`src/sfc4_pkg.sv`:
```
// ----------------------------------------------------------------------------
// sfc4_pkg
// Types, constants and helpers shared by the CRC4 frame deframer.
// ----------------------------------------------------------------------------
package sfc4_pkg;

    localparam int MAX_FRAME_BYTES = 8;
    localparam int WIN_IDX_W       = $clog2(MAX_FRAME_BYTES);

    // nibble-wise CRC4 lookup
    localparam logic [3:0] CRC_TABLE [16] = '{
        4'd0, 4'd3, 4'd6, 4'd5, 4'd12, 4'd15, 4'd10, 4'd9,
        4'd11, 4'd8, 4'd13, 4'd14, 4'd7, 4'd4, 4'd1, 4'd2
    };

    typedef enum logic [1:0] {
        ST_IDLE,
        ST_CRC,
        ST_CHECK
    } sfc4_state_t;

    // command word to the shared CRC step unit
    typedef struct packed {
        logic       clear;
        logic       step;
        logic [3:0] nibble;
    } sfc4_crc_cmd_t;

    // frame length minus one for a channel count (0 acts as 1, 7 as 6)
    function automatic logic [WIN_IDX_W-1:0] frame_len_m1(input logic [2:0] chan);
        logic [WIN_IDX_W-1:0] len_m1;
        case (chan)
            3'd0, 3'd1: len_m1 = WIN_IDX_W'(2);
            3'd2:       len_m1 = WIN_IDX_W'(3);
            3'd3:       len_m1 = WIN_IDX_W'(5);
            3'd4:       len_m1 = WIN_IDX_W'(6);
            default:    len_m1 = WIN_IDX_W'(7);
        endcase
        return len_m1;
    endfunction

endpackage

```
`src/sensor_frame_crc4_deframer.sv`:
```
// ----------------------------------------------------------------------------
// sensor_frame_crc4_deframer
// CRC4-checked sensor frame deframer with byte-wise resync.
// ----------------------------------------------------------------------------
// Bytes enter one per cycle while in_stall is low. A byte that does not yet
// complete a frame is only shifted in. A byte that completes a frame of n bytes
// (n = 3, 4, 6, 7 or 8 from channel_count) starts a check that walks the
// window one nibble per cycle through a single shared CRC4 step unit; in_stall
// stays high through that walk and the final compare, and also while the
// finished word waits for the output register to empty. On a match
// the decoded word is loaded into the output register and the window is
// emptied; on a mismatch the oldest byte is dropped. Writing channel_count
// also empties the window; write it only while the block is idle.
// ----------------------------------------------------------------------------
module sensor_frame_crc4_deframer (
    input  logic       clk,
    input  logic       rst_n,
    // configuration
    input  logic       cfg_wr_en,
    input  logic [2:0] cfg_wr_data,
    // input bytes
    input  logic       in_valid,
    output logic       in_stall,
    input  logic [7:0] data_byte,
    // decoded frames
    output logic       out_valid,
    input  logic       out_stall,
    output logic [3:0] sequence_number,
    output logic [3:0] digital_inputs,
    output logic [9:0] analog_first,
    output logic [9:0] analog_second,
    output logic [9:0] analog_third,
    output logic [9:0] analog_fourth,
    output logic [5:0] analog_fifth,
    output logic [5:0] analog_sixth
);
    import sfc4_pkg::*;

    // window: position 0 holds the newest byte
    logic [7:0]           win_reg [MAX_FRAME_BYTES];

    logic [2:0]           chan_reg;
    logic [WIN_IDX_W-1:0] fill_reg, fill_next;
    logic [WIN_IDX_W:0]   nib_reg, nib_next;
    sfc4_state_t          state_reg, state_next;
    logic                 out_valid_reg, out_valid_next;

    logic                 in_accept;
    logic                 shift_in;
    logic                 load_out;
    logic [WIN_IDX_W-1:0] len_m1;
    logic [WIN_IDX_W-1:0] rd_pos;
    logic [7:0]           rd_byte;
    logic                 last_nib;
    logic [3:0]           crc;
    sfc4_crc_cmd_t        crc_cmd;
    logic                 out_free;
    logic                 crc_pass;

    assign len_m1    = frame_len_m1(chan_reg);
    assign in_stall  = (state_reg != ST_IDLE);
    assign in_accept = in_valid && !in_stall;
    assign out_free  = !out_valid_reg || !out_stall;
    assign crc_pass  = (crc == win_reg[0][3:0]);

    // nibble walk: oldest byte first, high nibble first, check nibble as zero
    assign rd_pos   = len_m1 - nib_reg[WIN_IDX_W:1];
    assign rd_byte  = win_reg[rd_pos];
    assign last_nib = (nib_reg[WIN_IDX_W:1] == len_m1) && nib_reg[0];

    sfc4_crc_unit u_crc (
        .clk   (clk),
        .rst_n (rst_n),
        .cmd   (crc_cmd),
        .crc   (crc)
    );

    // sequencer
    always_comb
    begin
        state_next     = state_reg;
        fill_next      = fill_reg;
        nib_next       = nib_reg;
        out_valid_next = out_valid_reg;
        shift_in       = 1'b0;
        load_out       = 1'b0;
        crc_cmd.clear  = 1'b0;
        crc_cmd.step   = 1'b0;
        crc_cmd.nibble = 4'd0;

        if (out_valid_reg && !out_stall)
        begin
            out_valid_next = 1'b0;
        end

        case (state_reg)
            ST_IDLE:
            begin
                if (cfg_wr_en)
                begin
                    // window restarts; a byte taken now becomes its first
                    fill_next = '0;
                    if (in_accept)
                    begin
                        shift_in  = 1'b1;
                        fill_next = WIN_IDX_W'(1);
                    end
                end
                else if (in_accept)
                begin
                    shift_in = 1'b1;
                    if (fill_reg == len_m1)
                    begin
                        crc_cmd.clear = 1'b1;
                        nib_next      = '0;
                        state_next    = ST_CRC;
                    end
                    else
                    begin
                        fill_next = fill_reg + 1'b1;
                    end
                end
            end
            ST_CRC:
            begin
                crc_cmd.step   = 1'b1;
                crc_cmd.nibble = last_nib ? 4'd0 :
                                 (nib_reg[0] ? rd_byte[3:0] : rd_byte[7:4]);
                nib_next       = nib_reg + 1'b1;
                if (last_nib)
                begin
                    state_next = ST_CHECK;
                end
            end
            ST_CHECK:
            begin
                if (!crc_pass)
                begin
                    // oldest byte falls off: fill stays at n-1
                    state_next = ST_IDLE;
                end
                else if (out_free)
                begin
                    load_out       = 1'b1;
                    out_valid_next = 1'b1;
                    fill_next      = '0;
                    state_next     = ST_IDLE;
                end
            end
            default:
            begin
                state_next = ST_IDLE;
            end
        endcase
    end

    // control registers
    always_ff @(posedge clk or negedge rst_n)
    begin
        if (!rst_n)
        begin
            state_reg     <= ST_IDLE;
            fill_reg      <= '0;
            nib_reg       <= '0;
            out_valid_reg <= 1'b0;
            chan_reg      <= 3'd6;
        end
        else
        begin
            state_reg     <= state_next;
            fill_reg      <= fill_next;
            nib_reg       <= nib_next;
            out_valid_reg <= out_valid_next;
            if (cfg_wr_en)
            begin
                chan_reg <= cfg_wr_data;
            end
        end
    end

    // byte window shift line
    always_ff @(posedge clk)
    begin
        if (shift_in)
        begin
            win_reg[0] <= data_byte;
            for (int j = 1; j < MAX_FRAME_BYTES; j++)
            begin
                win_reg[j] <= win_reg[j-1];
            end
        end
    end

    // decoded word register
    always_ff @(posedge clk)
    begin
        if (load_out)
        begin
            sequence_number <= win_reg[0][7:4];
            digital_inputs  <= win_reg[1][7:4];
            analog_first    <= {win_reg[1][3:0], win_reg[2][7:2]};
            analog_second   <= (chan_reg >= 3'd2) ? {win_reg[2][1:0], win_reg[3]} : 10'd0;
            analog_third    <= (chan_reg >= 3'd3) ? {win_reg[4], win_reg[5][7:6]} : 10'd0;
            analog_fourth   <= (chan_reg >= 3'd4) ? {win_reg[5][5:0], win_reg[6][7:4]}
                                                  : 10'd0;
            analog_fifth    <= (chan_reg >= 3'd5) ? {win_reg[6][3:0], win_reg[7][7:6]}
                                                  : 6'd0;
            analog_sixth    <= (chan_reg >= 3'd6) ? win_reg[7][5:0] : 6'd0;
        end
    end

    assign out_valid = out_valid_reg;

endmodule

```
`src/sfc4_crc_unit.sv`:
```
// ----------------------------------------------------------------------------
// sfc4_crc_unit
// Shared CRC4 step unit: folds one nibble per cycle into a 4-bit remainder.
// ----------------------------------------------------------------------------
module sfc4_crc_unit (
    input  logic                   clk,
    input  logic                   rst_n,
    input  sfc4_pkg::sfc4_crc_cmd_t cmd,
    output logic [3:0]             crc
);
    import sfc4_pkg::*;

    logic [3:0] crc_reg;
    logic [3:0] crc_next;

    // table lookup then xor the incoming nibble
    always_comb
    begin
        crc_next = crc_reg;
        if (cmd.clear)
        begin
            crc_next = 4'd0;
        end
        else if (cmd.step)
        begin
            crc_next = CRC_TABLE[crc_reg] ^ cmd.nibble;
        end
    end

    always_ff @(posedge clk or negedge rst_n)
    begin
        if (!rst_n)
        begin
            crc_reg <= 4'd0;
        end
        else
        begin
            crc_reg <= crc_next;
        end
    end

    assign crc = crc_reg;

endmodule

```
`config.mk`:
```
export PLATFORM = sky130hd
export DESIGN_NAME = sensor_frame_crc4_deframer
export DESIGN_NICKNAME = d
export VERILOG_FILES = /design/src/sfc4_pkg.sv /design/src/sensor_frame_crc4_deframer.sv /design/src/sfc4_crc_unit.sv
export SDC_FILE = /design/constraint.sdc
export NUM_CORES = 1
export LEC_CHECK = 0
export ABC_AREA = 1
export BUFFER_PORTS_ARGS = -buffer_cell sky130_fd_sc_hd__buf_4
export CAP_MARGIN = 20
export CORE_ASPECT_RATIO = 1.5
export CORE_MARGIN = 4
export CORE_UTILIZATION = 57
export CTS_CLUSTER_SIZE = 8
export DETAILED_ROUTE_END_ITERATION = 6
export PLACE_DENSITY = 0.79
export SYNTH_ARGS = -nofsm -noshare
export SYNTH_HDL_FRONTEND = slang
export SYNTH_HIERARCHICAL = 1
export SYNTH_SLANG_ARGS = --single-unit
```
`constraint.sdc`:
```
create_clock -name clk -period 5.3 [get_ports clk]
set_clock_uncertainty 0.15 [all_clocks]
set_input_delay 0.265 -clock clk [delete_from_list [all_inputs] [get_ports clk]]
set_output_delay 0.265 -clock clk [all_outputs]
set_load 0.01 [all_outputs]
```
==> results of run 1 <==
-- worst register-to-register path: stages (launching register included) --
cell and delay (ns):
dfrtp_1 0.47, a21oi_1 0.28, ha_1 0.20, inv_1 0.05, fa_1 0.72, inv_1 0.42
a21oi_1 0.26, o21ai_0 0.15, o21ai_1 0.12, nand2_1 0.06, nand2_1 0.07, nor2_1 0.05
nor2_1 0.18, nand2_1 0.11, nand2_2 0.08, nand2_1 0.05, nand3_1 0.07, nand2_1 0.06
-- report_power, final --
part	internal (µW)	switching [µW]
registers	1440	151
logic	333	687
clock network	829	428
total	2600	1270
-- routing by layer --
metal  wire, µm  global-route usage  share of wire  vias up
li1           -                   -              -     2020
met1       4402              0.2222           0.37     1998
met2       6414              0.3583           0.54      169
met3        661             0.06780          0.056       31
met4        334             0.08641          0.028        0
met5          0                   0              0        -
-- Yosys cell counts, types with 2 or more instances --
library cell	n
nor2_1	74
a21oi_1	28
buf_2	6
nand3_1	26
o21ai_0	25
nand2_2	10
nand4_1	4
o211ai_1	2
nor3_1	2
edfxtp_1	124
ha_1	4
dfstp_2	2
nand2_1	123
dfrtp_1	15
inv_2	5
inv_1	79
nor2_2	3
clkbuf_1	9
o21ai_1	4
-- cell families (layout without fill, tap and decap cells) --
kind of cell    after synthesis  in the layout  share of synthesized area
buf+inv                     101            213                    0.06613
simple gates                245            245                     0.1701
fa+ha+maj                     5              5                    0.01176
flops                       141            141                     0.6966
xor+xnor                      2              2                   0.002940
compound gates               61             61                    0.05249
-- final cells by class --
type	count	area, µm²
Clock buffer	19	432.9
Clock inverter	12	192.7
Fill cell	669	2726
Inverter	85	319.1
Multi-Input combinational cell	313	1421
Sequential cell	141	4151
Tap cell	141	176.4
Timing Repair Buffer	97	770.7
-- layout by cell type, fill, tap and decap left out --
| master | instances |
|---|---|
| fa_1 | 1 |
| dfstp_2 | 2 |
| a21oi_1 | 28 |
| clkbuf_1 | 2 |
| clkinv_1 | 3 |
| o22ai_1 | 1 |
| nand4_1 | 4 |
| bufinv_16 | 5 |
| nand3_1 | 26 |
| buf_4 | 80 |
| edfxtp_1 | 124 |
| clkinvlp_4 | 1 |
| a31oi_1 | 1 |
| inv_2 | 6 |
| dlygate4sd3_1 | 17 |
| nor2_2 | 3 |
| xnor2_1 | 1 |
| o211ai_1 | 2 |
| inv_1 | 78 |
| nor2_1 | 73 |
| nand2_2 | 10 |
| nand3_2 | 1 |
| dfrtp_1 | 15 |
| clkinv_2 | 2 |
| xor2_1 | 1 |
| o21ai_0 | 25 |
| inv_6 | 2 |
| nor2_4 | 1 |
| nor3_1 | 2 |
| nand2_4 | 1 |
| clkbuf_16 | 17 |
| nand2_1 | 123 |
| o21ai_1 | 4 |
| ha_1 | 4 |
| and2_1 | 1 |
-- repair_timing --
action                                 CTS  global route
gates resized for setup                  0             0
hold buffers                            17             0
setup buffers                            0             0
endpoints found under the hold margin   29             0
-- metrics by stage --
stage | instance area [µm²] | hold WS, ns | instances | util | power [µW]
after CTS | 7465 | 0.03393 | 808 | 0.7325 | 3860
after global routing | 7465 | 0.06398 | 808 | 0.7325 | 4090
final | 7465 | 0.05450 | 808 | 0.7325 | 3867
after global placement | 6669 | -0.008818 | 760 | 0.6544 | 2523
after detailed placement | 6669 | -0.005350 | 760 | 0.6544 | 2583
after floorplan | 5959 | -0.1806 | 555 | - | 2337
-- worst min-delay path by stage --
| stage | endpoint | start |
|---|---|---|
| floorplan | chan_reg[0]$_DFFE_PN0P_ | rst_n |
| global placement | u_crc/crc[3]$_DFFE_PN0P_ | rst_n |
| detailed placement | u_crc/crc[3]$_DFFE_PN0P_ | rst_n |
| CTS | chan_reg[1]$_DFFE_PN1P_ | cfg_wr_en |
| global route | chan_reg[1]$_DFFE_PN1P_ | cfg_wr_en |
| finish | chan_reg[1]$_DFFE_PN1P_ | cfg_wr_en |
==> flow_summary.yaml, run 1 <==
worst_setup_path:
  worstPathRequired_ns: 5.45
  reg2reg_to: "u_crc/crc[1]$_DFFE_PN0P_"
  endpoint: "u_crc/crc[1]$_DFFE_PN0P_"
  max_stage_delay_ns: 0.72
  r2r_start: "chan_reg[0]$_DFFE_PN0P_"
  reg2reg_depth: 17
  worstSetupPathType: "flop to flop"
  end_kind: "flop"
  arrival_ns: 3.82
  cp-startpoint: "chan_reg[0]$_DFFE_PN0P_"
  r2r_slack_ns: 1.63
  cp_slowest_cell: "fa_1"
  cp.depth: 17
  startpoint_type: "flop"
  cp_top_family: "adder cells"
  crit_chain: "a21oi_1 -> ha_1 -> inv_1 -> fa_1 -> inv_1 -> a21oi_1 -> o21ai_0 -> o21ai_1 -> nand2_1 -> nand2_1 -> nor2_1 -> nor2_1 -> nand2_1 -> nand2_2 -> nand2_1 -> nand3_1 -> nand2_1"
  cpMostUsedCell: "nand2_1"
  crit_buf_inv: 2
  cp_max_fo: 22
cts:
  htree_levels: 4
  insertion_delay_ns: 0.42
  cts_sinks: 141
  path_clk_slew_ns: 0.06
  root_buffer: "clkbuf_16"
  cts_tree: "done"
  clock_path_buffers: 2
  cts_buffers: 17
yosys:
  yosys.area.top_type_share: 0.6248
  synth_nets: 576
  synthCells: 555
  synthTopCellsByArea: "edfxtp_1 62%, nand2_1 7.7%, dfrtp_1 6.3%"
  ys_warn_count: 6
  avgSynthCellArea_um2: 10.74
  synth-edff-count: 124
  synth_cell_types: 29
  async_reset_ff_frac: 0.1206
  synth_area_mm2: 0.005959
  ys_ff_latch: 141
  synth.largest_area_cell: "edfxtp_1"
  yosysSeqAreaShare: 0.6966
  ys.flop_type: "edfxtp_1"
outcome:
  outcome: "finished, final reports clean"
timing:
  fin_crit_sh: 0.6920
  setup_viol: 0
  fin_tns_setup_ns: 0
  relSlewSlack: 0.3652
  fmaxAchievable_ghz: 0.2727
  rsz0062_at_grt: "false"
  finalCriticalPeriod_ns: 3.668
  worst_slew_pin_slew_ns: 0.9423
  timing_hold_violations_final: 0
  fin_ws_ns: 1.632
  drv_slew: 0
power_and_ir_drop:
  leakage_uw: 0.003273
  power_density_mw_per_mm2: 518.0
  ir_worst_vdd_mv: 0.3107
finish:
  largest_register_ffs: 64
  drive_gt1_frac: 0.1964
  antenna_cells: 0
  syn2layout_area_growth_pct: 25.26
  fin_nets: 676
floorplan:
  dieHeight_um: 133.2
  rows: 45
  ios: 78
  die_w_um: 91.49
  core_region_area_mm2: 0.01019
  start_util: 0.5848
  die_area_mm2: 0.01219
place:
  place_ws_ns: 1.755
  io_buffers: 77
  place_hpwl_um: 7939
  gp_congestion: 0.8916
drt:
  vias: 4218
  drcViolationCount: 0
  vias_per_cell: 5.220
  drt_iter0_drc: 328
  antenna_left: 0
  wirelength_um: 11810
  drtPass1Iterations: 7
  wl_per_cell_um: 14.62
hold_path:
  hp-class: "input pin to flop"
  hold_depth: 4
global_route:
  grt_pass1_vias: 4062
  grt_max_degree: 61
  grtUsageTotal: 0.2035
  overflow: 0
  antenna_found_initial: 0
  grt_pass1_wl_um: 19190
job:
  cap_violations: 0
Note: power is estimated with default switching activity, not from simulation.
==> inputs of run 2 (changes only) <==
==> constraint.sdc (replaced) <==
create_clock -name clk -period 3.85 [get_ports clk]
set_clock_uncertainty 0.15 [all_clocks]
set_input_delay 0.1925 -clock clk [delete_from_list [all_inputs] [get_ports clk]]
set_output_delay 0.1925 -clock clk [all_outputs]
set_load 0.01 [all_outputs]
==> run 2 against run 1 <==
Against the previous run:
- via count rose by 0.95%
- power increased by 35%
- global-route usage down 0.076 points
- largest cell class unchanged
- routed wire length grew 2.1%
- register-to-register slack lost 1.2 ns
==> flow_summary.yaml, run 2 (same netlist as run 1, synthesis figures left out) <==
cts:
  clock_path_buffers: 2
  path_clk_slew_ns: 0.06
  cts_sinks: 141
  htree_levels: 4
  cts_buffers: 17
  root_buffer: "clkbuf_16"
  cts_setup_buffers: 0
  cts_tree: "done"
  insertion_delay_ns: 0.41
power_and_ir_drop:
  ir_worst_vdd_mv: 0.3916
  netSwitchingFraction: 0.3380
  leakage_uw: 0.003258
  p_int_uw: 3459
  power_frac_seq: 0.419
  power.net_switching_uw: 1766
  power_density_mw_per_mm2: 700.1
  p_comb_frac: 0.275
  total_power_uw: 5226
  clock_power_share: 0.306
worst_setup_path:
  r2r_start: "chan_reg[0]$_DFFE_PN0P_"
  cpMostUsedCell: "nand2_1"
  arrival_ns: 3.62
  worstPathRequired_ns: 4.05
  reg2reg_depth: 18
  end_kind: "flop"
  crit_chain: "a21oi_1 -> ha_1 -> inv_1 -> fa_2 -> clkinvlp_4 -> a21oi_1 -> o21ai_0 -> nand2_1 -> nand2_2 -> nand3_1 -> nand2_1 -> nor2_1 -> inv_1 -> nand2_1 -> nand2_2 -> nand2_1 -> nand3_1 -> nand2_1"
  max_stage_delay_ns: 0.72
  cp_max_fo: 12
  startpoint_type: "flop"
  r2r_slack_ns: 0.44
  reg2reg_to: "u_crc/crc[1]$_DFFE_PN0P_"
  worstSetupPathType: "flop to flop"
  cp_slowest_cell: "fa_2"
place:
  gp_congestion: 0.8805
  post_dp_cell_area_mm2: 0.006689
  io_buffers: 77
  place_hpwl_um: 8094
floorplan:
  ios: 78
  die_w_um: 91.49
  die_area_mm2: 0.01219
  core_region_area_mm2: 0.01019
  dieHeight_um: 133.2
  rows: 45
  start_util: 0.5848
timing:
  fin_tns_setup_ns: 0
  drv_slew: 0
  fmaxAchievable_ghz: 0.2929
  fin_crit_sh: 0.8867
  hold_ws_ns: 0.03083
  worst_slew_pin_slew_ns: 1.052
  setup_viol: 0
  relSlewSlack: 0.2910
  timing_hold_violations_final: 0
  finalCriticalPeriod_ns: 3.414
  rsz0062_at_grt: "false"
drt:
  vias: 4258
  drtPass1Iterations: 6
  wl_per_cell_um: 14.85
  vias_per_cell: 5.244
  drt_iter0_drc: 391
  antenna_left: 0
  wirelength_um: 12060
  drcViolationCount: 0
finish:
  final_core_util: 0.7325
  antenna_cells: 0
  drive_gt1_frac: 0.2012
  design_area_mm2: 0.007465
  final_cell_mix: "124 x edfxtp_1, 123 x nand2_1, 80 x buf_4"
  fin_nets: 679
  largest_register_ffs: 64
  layout_commonest_cell: "edfxtp_1"
  syn2layout_area_growth_pct: 25.26
global_route:
  overflow: 0
  grt_max_degree: 35
  grt_pass1_vias: 4166
  grtUsageTotal: 0.2027
  grt_pass1_wl_um: 19490
  antenna_found_initial: 0
hold_path:
  hp-class: "input pin to async pin"
job:
  cap_violations: 0
outcome:
  outcome: "finished, final reports clean"
run 2: changes by cell type in the layout (fill, tap and decap cells not counted):
cell / delta
dlygate4sd3_1: +1
clkinvlp_4: +3
inv_1: -1
fa_2: +1
clkinv_1: +1
clkinv_2: +1
inv_6: -2
bufinv_16: -2
clkinv_4: +2
fa_1: -1
buf_12: +1
run 2: layer usage:
metal  routed length (µm)  global-route usage
met5                    0                   0
met4                  341             0.08641
met3                  669             0.04915
met2                 6609              0.3697
met1                 4435              0.2217
run 2: worst max-delay path by stage:
stage                                        start                            end  slack, ns  cells past startpoint
after global routing       chan_reg[0]$_DFFE_PN0P_       u_crc/crc[2]$_DFFE_PN0P_       0.13                     17
final                      chan_reg[0]$_DFFE_PN0P_       u_crc/crc[1]$_DFFE_PN0P_       0.44                     18
after detailed placement   chan_reg[2]$_DFFE_PN1P_       u_crc/crc[1]$_DFFE_PN0P_       0.30                     16
after CTS                  chan_reg[2]$_DFFE_PN1P_       u_crc/crc[1]$_DFFE_PN0P_       0.23                     17
after global placement     chan_reg[2]$_DFFE_PN1P_       u_crc/crc[1]$_DFFE_PN0P_       0.49                     16
after floorplan           u_crc/crc[1]$_DFFE_PN0P_  analog_fifth[0]$_SDFFCE_PN0P_       0.84                      8
run 2: critical path: cells and delay by family, from the launching register on:
kind | cells | cell delay [ns]
compound gates | 3 | 0.56
fa+ha+maj | 2 | 0.92
buf+inv | 3 | 0.46
flops | 1 | 0.45
simple gates | 10 | 0.80
run 2: metrics by stage:
step	std cells	setup WS (ns)
6_report	812	0.4361
5_1_grt	812	0.1277
4_1_cts	811	0.2304
3_5_place_dp	761	0.2976
3_3_place_gp	761	0.4880
2_1_floorplan	555	0.8442
run 2: timing repair:
action | CTS | global route
hold buffers | 18 | 0
resized for setup | 0 | 3
endpoints found under the setup margin | 0 | 2
endpoints found under the hold margin | 30 | 0
run 2: power by group through the flow:
stage / sequential (µW) / combinational [µW] / clock [µW]
floorplan: 2130 / 1090 / 0
global placement: 2190 / 1290 / 0
detailed placement: 2210 / 1360 / 0
CTS: 2180 / 1400 / 1620
global route: 2210 / 1630 / 1680
finish: 2190 / 1440 / 1600
run 2: area by class of cell:
cell class / instances / area (µm²)
Tap cell: 141 / 176.4
Inverter: 85 / 322.8
Clock inverter: 13 / 148.9
Sequential cell: 141 / 4151
Multi-Input combinational cell: 313 / 1424
Fill cell: 678 / 2726
Timing Repair inverter: 1 / 7.507
Clock buffer: 19 / 432.9
Timing Repair Buffer: 99 / 800.8
==> inputs of run 3 (changes only) <==
--- a/config.mk
+++ b/config.mk
@@ -5,7 +5,6 @@
 export SDC_FILE = /design/constraint.sdc
 export NUM_CORES = 1
 export LEC_CHECK = 0
-export ABC_AREA = 1
 export BUFFER_PORTS_ARGS = -buffer_cell sky130_fd_sc_hd__buf_4
 export CAP_MARGIN = 20
 export CORE_ASPECT_RATIO = 1.5
==> run 3 against run 2 <==
Against the previous run:
- final cell count is 31% lower
- synthesized cell count is 42% lower
- first-iteration DRC count fell by 32%
- power shrank 1.1%
- sequential power rose by 3%
- die area shrank 5.4%
- critical path type unchanged
==> flow_summary.yaml, run 3 <==
yosys:
  yosysSeqAreaShare: 0.7400
  yosysMostFrequentCell: "edfxtp_1"
  synth_nets: 343
  synthTopCellsByArea: "edfxtp_1 66%, dfrtp_1 6.7%, mux4_2 6.4%"
  avgSynthCellArea_um2: 17.42
  ys.flop_type: "edfxtp_1"
  async_reset_ff_frac: 0.1206
  synth_area_mm2: 0.005610
  synth.largest_area_cell: "edfxtp_1"
  ys_ff_latch: 141
  synthCells: 322
  ys_warn_count: 6
  synth-edff-count: 124
  yosys.area.top_type_share: 0.6637
  synth_cell_types: 47
  synth_common_cells: "124 x edfxtp_1, 21 x nor2b_1, 16 x and2_1, 16 x mux4_2, 15 x dfrtp_1"
place:
  gp_congestion: 0.8355
  io_buffers: 77
  place_hpwl_um: 7386
  post_dp_cell_area_mm2: 0.006379
worst_setup_path:
  cp_max_fo: 16
  arrival_ns: 3.70
  worstPathRequired_ns: 4.04
  end_kind: "flop"
  worstSetupPathType: "flop to flop"
  startpoint_type: "flop"
timing:
  finalCriticalPeriod_ns: 3.519
  drv_slew: 0
  relSlewSlack: 0.3650
  fmaxAchievable_ghz: 0.2842
  fin_crit_sh: 0.9140
  setup_viol: 0
  timing_hold_violations_final: 0
  worst_slew_pin_slew_ns: 0.9491
  fin_tns_setup_ns: 0
  rsz0062_at_grt: "false"
cts:
  htree_levels: 4
  cts_resized: 0
  cts_sinks: 141
  cts_buffers: 17
  clock_path_buffers: 2
  root_buffer: "clkbuf_16"
  path_clk_slew_ns: 0.06
  insertion_delay_ns: 0.41
  cts_tree: "done"
power_and_ir_drop:
  power_frac_seq: 0.435
  netSwitchingFraction: 0.2714
  clock_power_share: 0.337
  power_density_mw_per_mm2: 720.1
  p_int_uw: 3766
  power.net_switching_uw: 1403
  leakage_uw: 0.002717
  ir_worst_vdd_mv: 0.5424
  p_comb_frac: 0.228
finish:
  fillers: 551
  fin_nets: 455
  antenna_cells: 0
  final_cell_mix: "124 x edfxtp_1, 86 x buf_4, 21 x nor2b_1"
  largest_register_ffs: 64
  design_area_mm2: 0.007178
  drive_gt1_frac: 0.3199
  syn2layout_area_growth_pct: 27.94
  layout_commonest_cell: "edfxtp_1"
global_route:
  antenna_found_initial: 0
  grt_pass1_wl_um: 18330
  grt_max_degree: 34
  grtUsageTotal: 0.2211
  overflow: 0
  grt_pass1_vias: 3441
drt:
  vias: 3246
  wirelength_um: 11590
  wl_per_cell_um: 20.62
  drcViolationCount: 0
  drtPass1Iterations: 4
  vias_per_cell: 5.776
  drt_iter0_drc: 267
  antenna_left: 0
floorplan:
  rows: 44
  die_area_mm2: 0.01153
  start_util: 0.5823
  core_region_area_mm2: 0.009634
  die_w_um: 89.01
  ios: 78
  dieHeight_um: 129.5
outcome:
  outcome: "finished, final reports clean"
job:
  cap_violations: 0
hold_path:
  hp-class: "input pin to async pin"
## run 3: cell count changes in the layout (fill, tap and decap cells not counted), sizes merged, moves of 16 or more
cell	delta
mux4	+16
a21oi	-18
o21ai	-24
nor2	-69
nor2b	+21
inv	-74
nand2	-122
nand3	-24
## run 3: layer usage
metal,wire (µm),up-vias,track usage
met5,0,-,0
met4,251,0,0.09728
met3,656,24,0.05471
met2,6242,129,0.3731
met1,4438,1631,0.2676
li1,-,1462,-
## run 3: cells by family after synthesis
kind of cell    share of synthesized area
compound gates                    0.03457
fa+ha+maj                         0.01249
simple gates                      0.09099
buf+inv                           0.01249
flops                              0.7400
mux                               0.08831
xor+xnor                          0.02119
## run 3: path summary, 6_finish.rpt
kind                            cells past startpoint  slack, ns               startpoint                  endpoint
worst max register to register                     11       0.33  chan_reg[1]$_DFFE_PN1P_  u_crc/crc[2]$_DFFE_PN0P_
worst min-delay path                                2       0.03                    rst_n  state_reg[0]$_DFFE_PN0P_
worst min register to register                      0       0.33  win_reg[2][4]$_DFFE_PP_   win_reg[3][4]$_DFFE_PP_
max in group asynchronous                           2       3.26                    rst_n   chan_reg[1]$_DFFE_PN1P_
min in group clk                                    4       0.03                 in_valid    nib_reg[0]$_DFFE_PN0P_
worst max-delay path                               11       0.33  chan_reg[1]$_DFFE_PN1P_  u_crc/crc[2]$_DFFE_PN0P_
## run 3: metrics by stage
step	worst slack (ns)	total power [µW]	util	hold slack, ns	instances
final	0.3310	5169	0.7451	0.03136	562
after global routing	0.1751	5400	0.7451	0.03683	562
after CTS	0.3300	5198	0.7451	0.01962	562
after detailed placement	0.4073	3424	0.6621	-0.07709	513
after global placement	0.4599	3371	0.6621	-0.08064	513
after floorplan	0.4172	3067	-	-0.2531	322
## run 3: cell type report
class                           count  area, µm²  share of cell area
Timing Repair Buffer              103      815.8              0.1136
Tap cell                          115      143.9             0.02005
Sequential cell                   141       4151              0.5784
Clock inverter                     12      192.7             0.02684
Multi-Input combinational cell    163       1408              0.1961
Clock buffer                       20      436.7             0.06083
Inverter                            8      30.03            0.004183
## run 3: critical path, stage by stage (launching register included)
cell and delay (ns):
dfstp_2 0.36, buf_4 0.18, a21oi_1 0.14, ha_1 0.16, inv_1 0.05, fa_1 0.97
mux4_2 0.41, mux2i_1 0.21, o22ai_1 0.13, xnor2_1 0.16, or3_1 0.34, a21oi_1 0.17
## run 3: repair_timing
item / 4_1_cts / 5_1_grt
hold buffers: 17 / 0
buffers inserted: 0 / 0
hold endpoints to repair: 31 / 0
## run 3: power groups by stage
stage               combinational, µW  sequential (µW)  clock [µW]
detailed placement               1160             2260           0
global placement                 1120             2250           0
floorplan                         879             2190           0
CTS                              1190             2240        1760
finish                           1180             2250        1740
global route                     1280             2280        1840
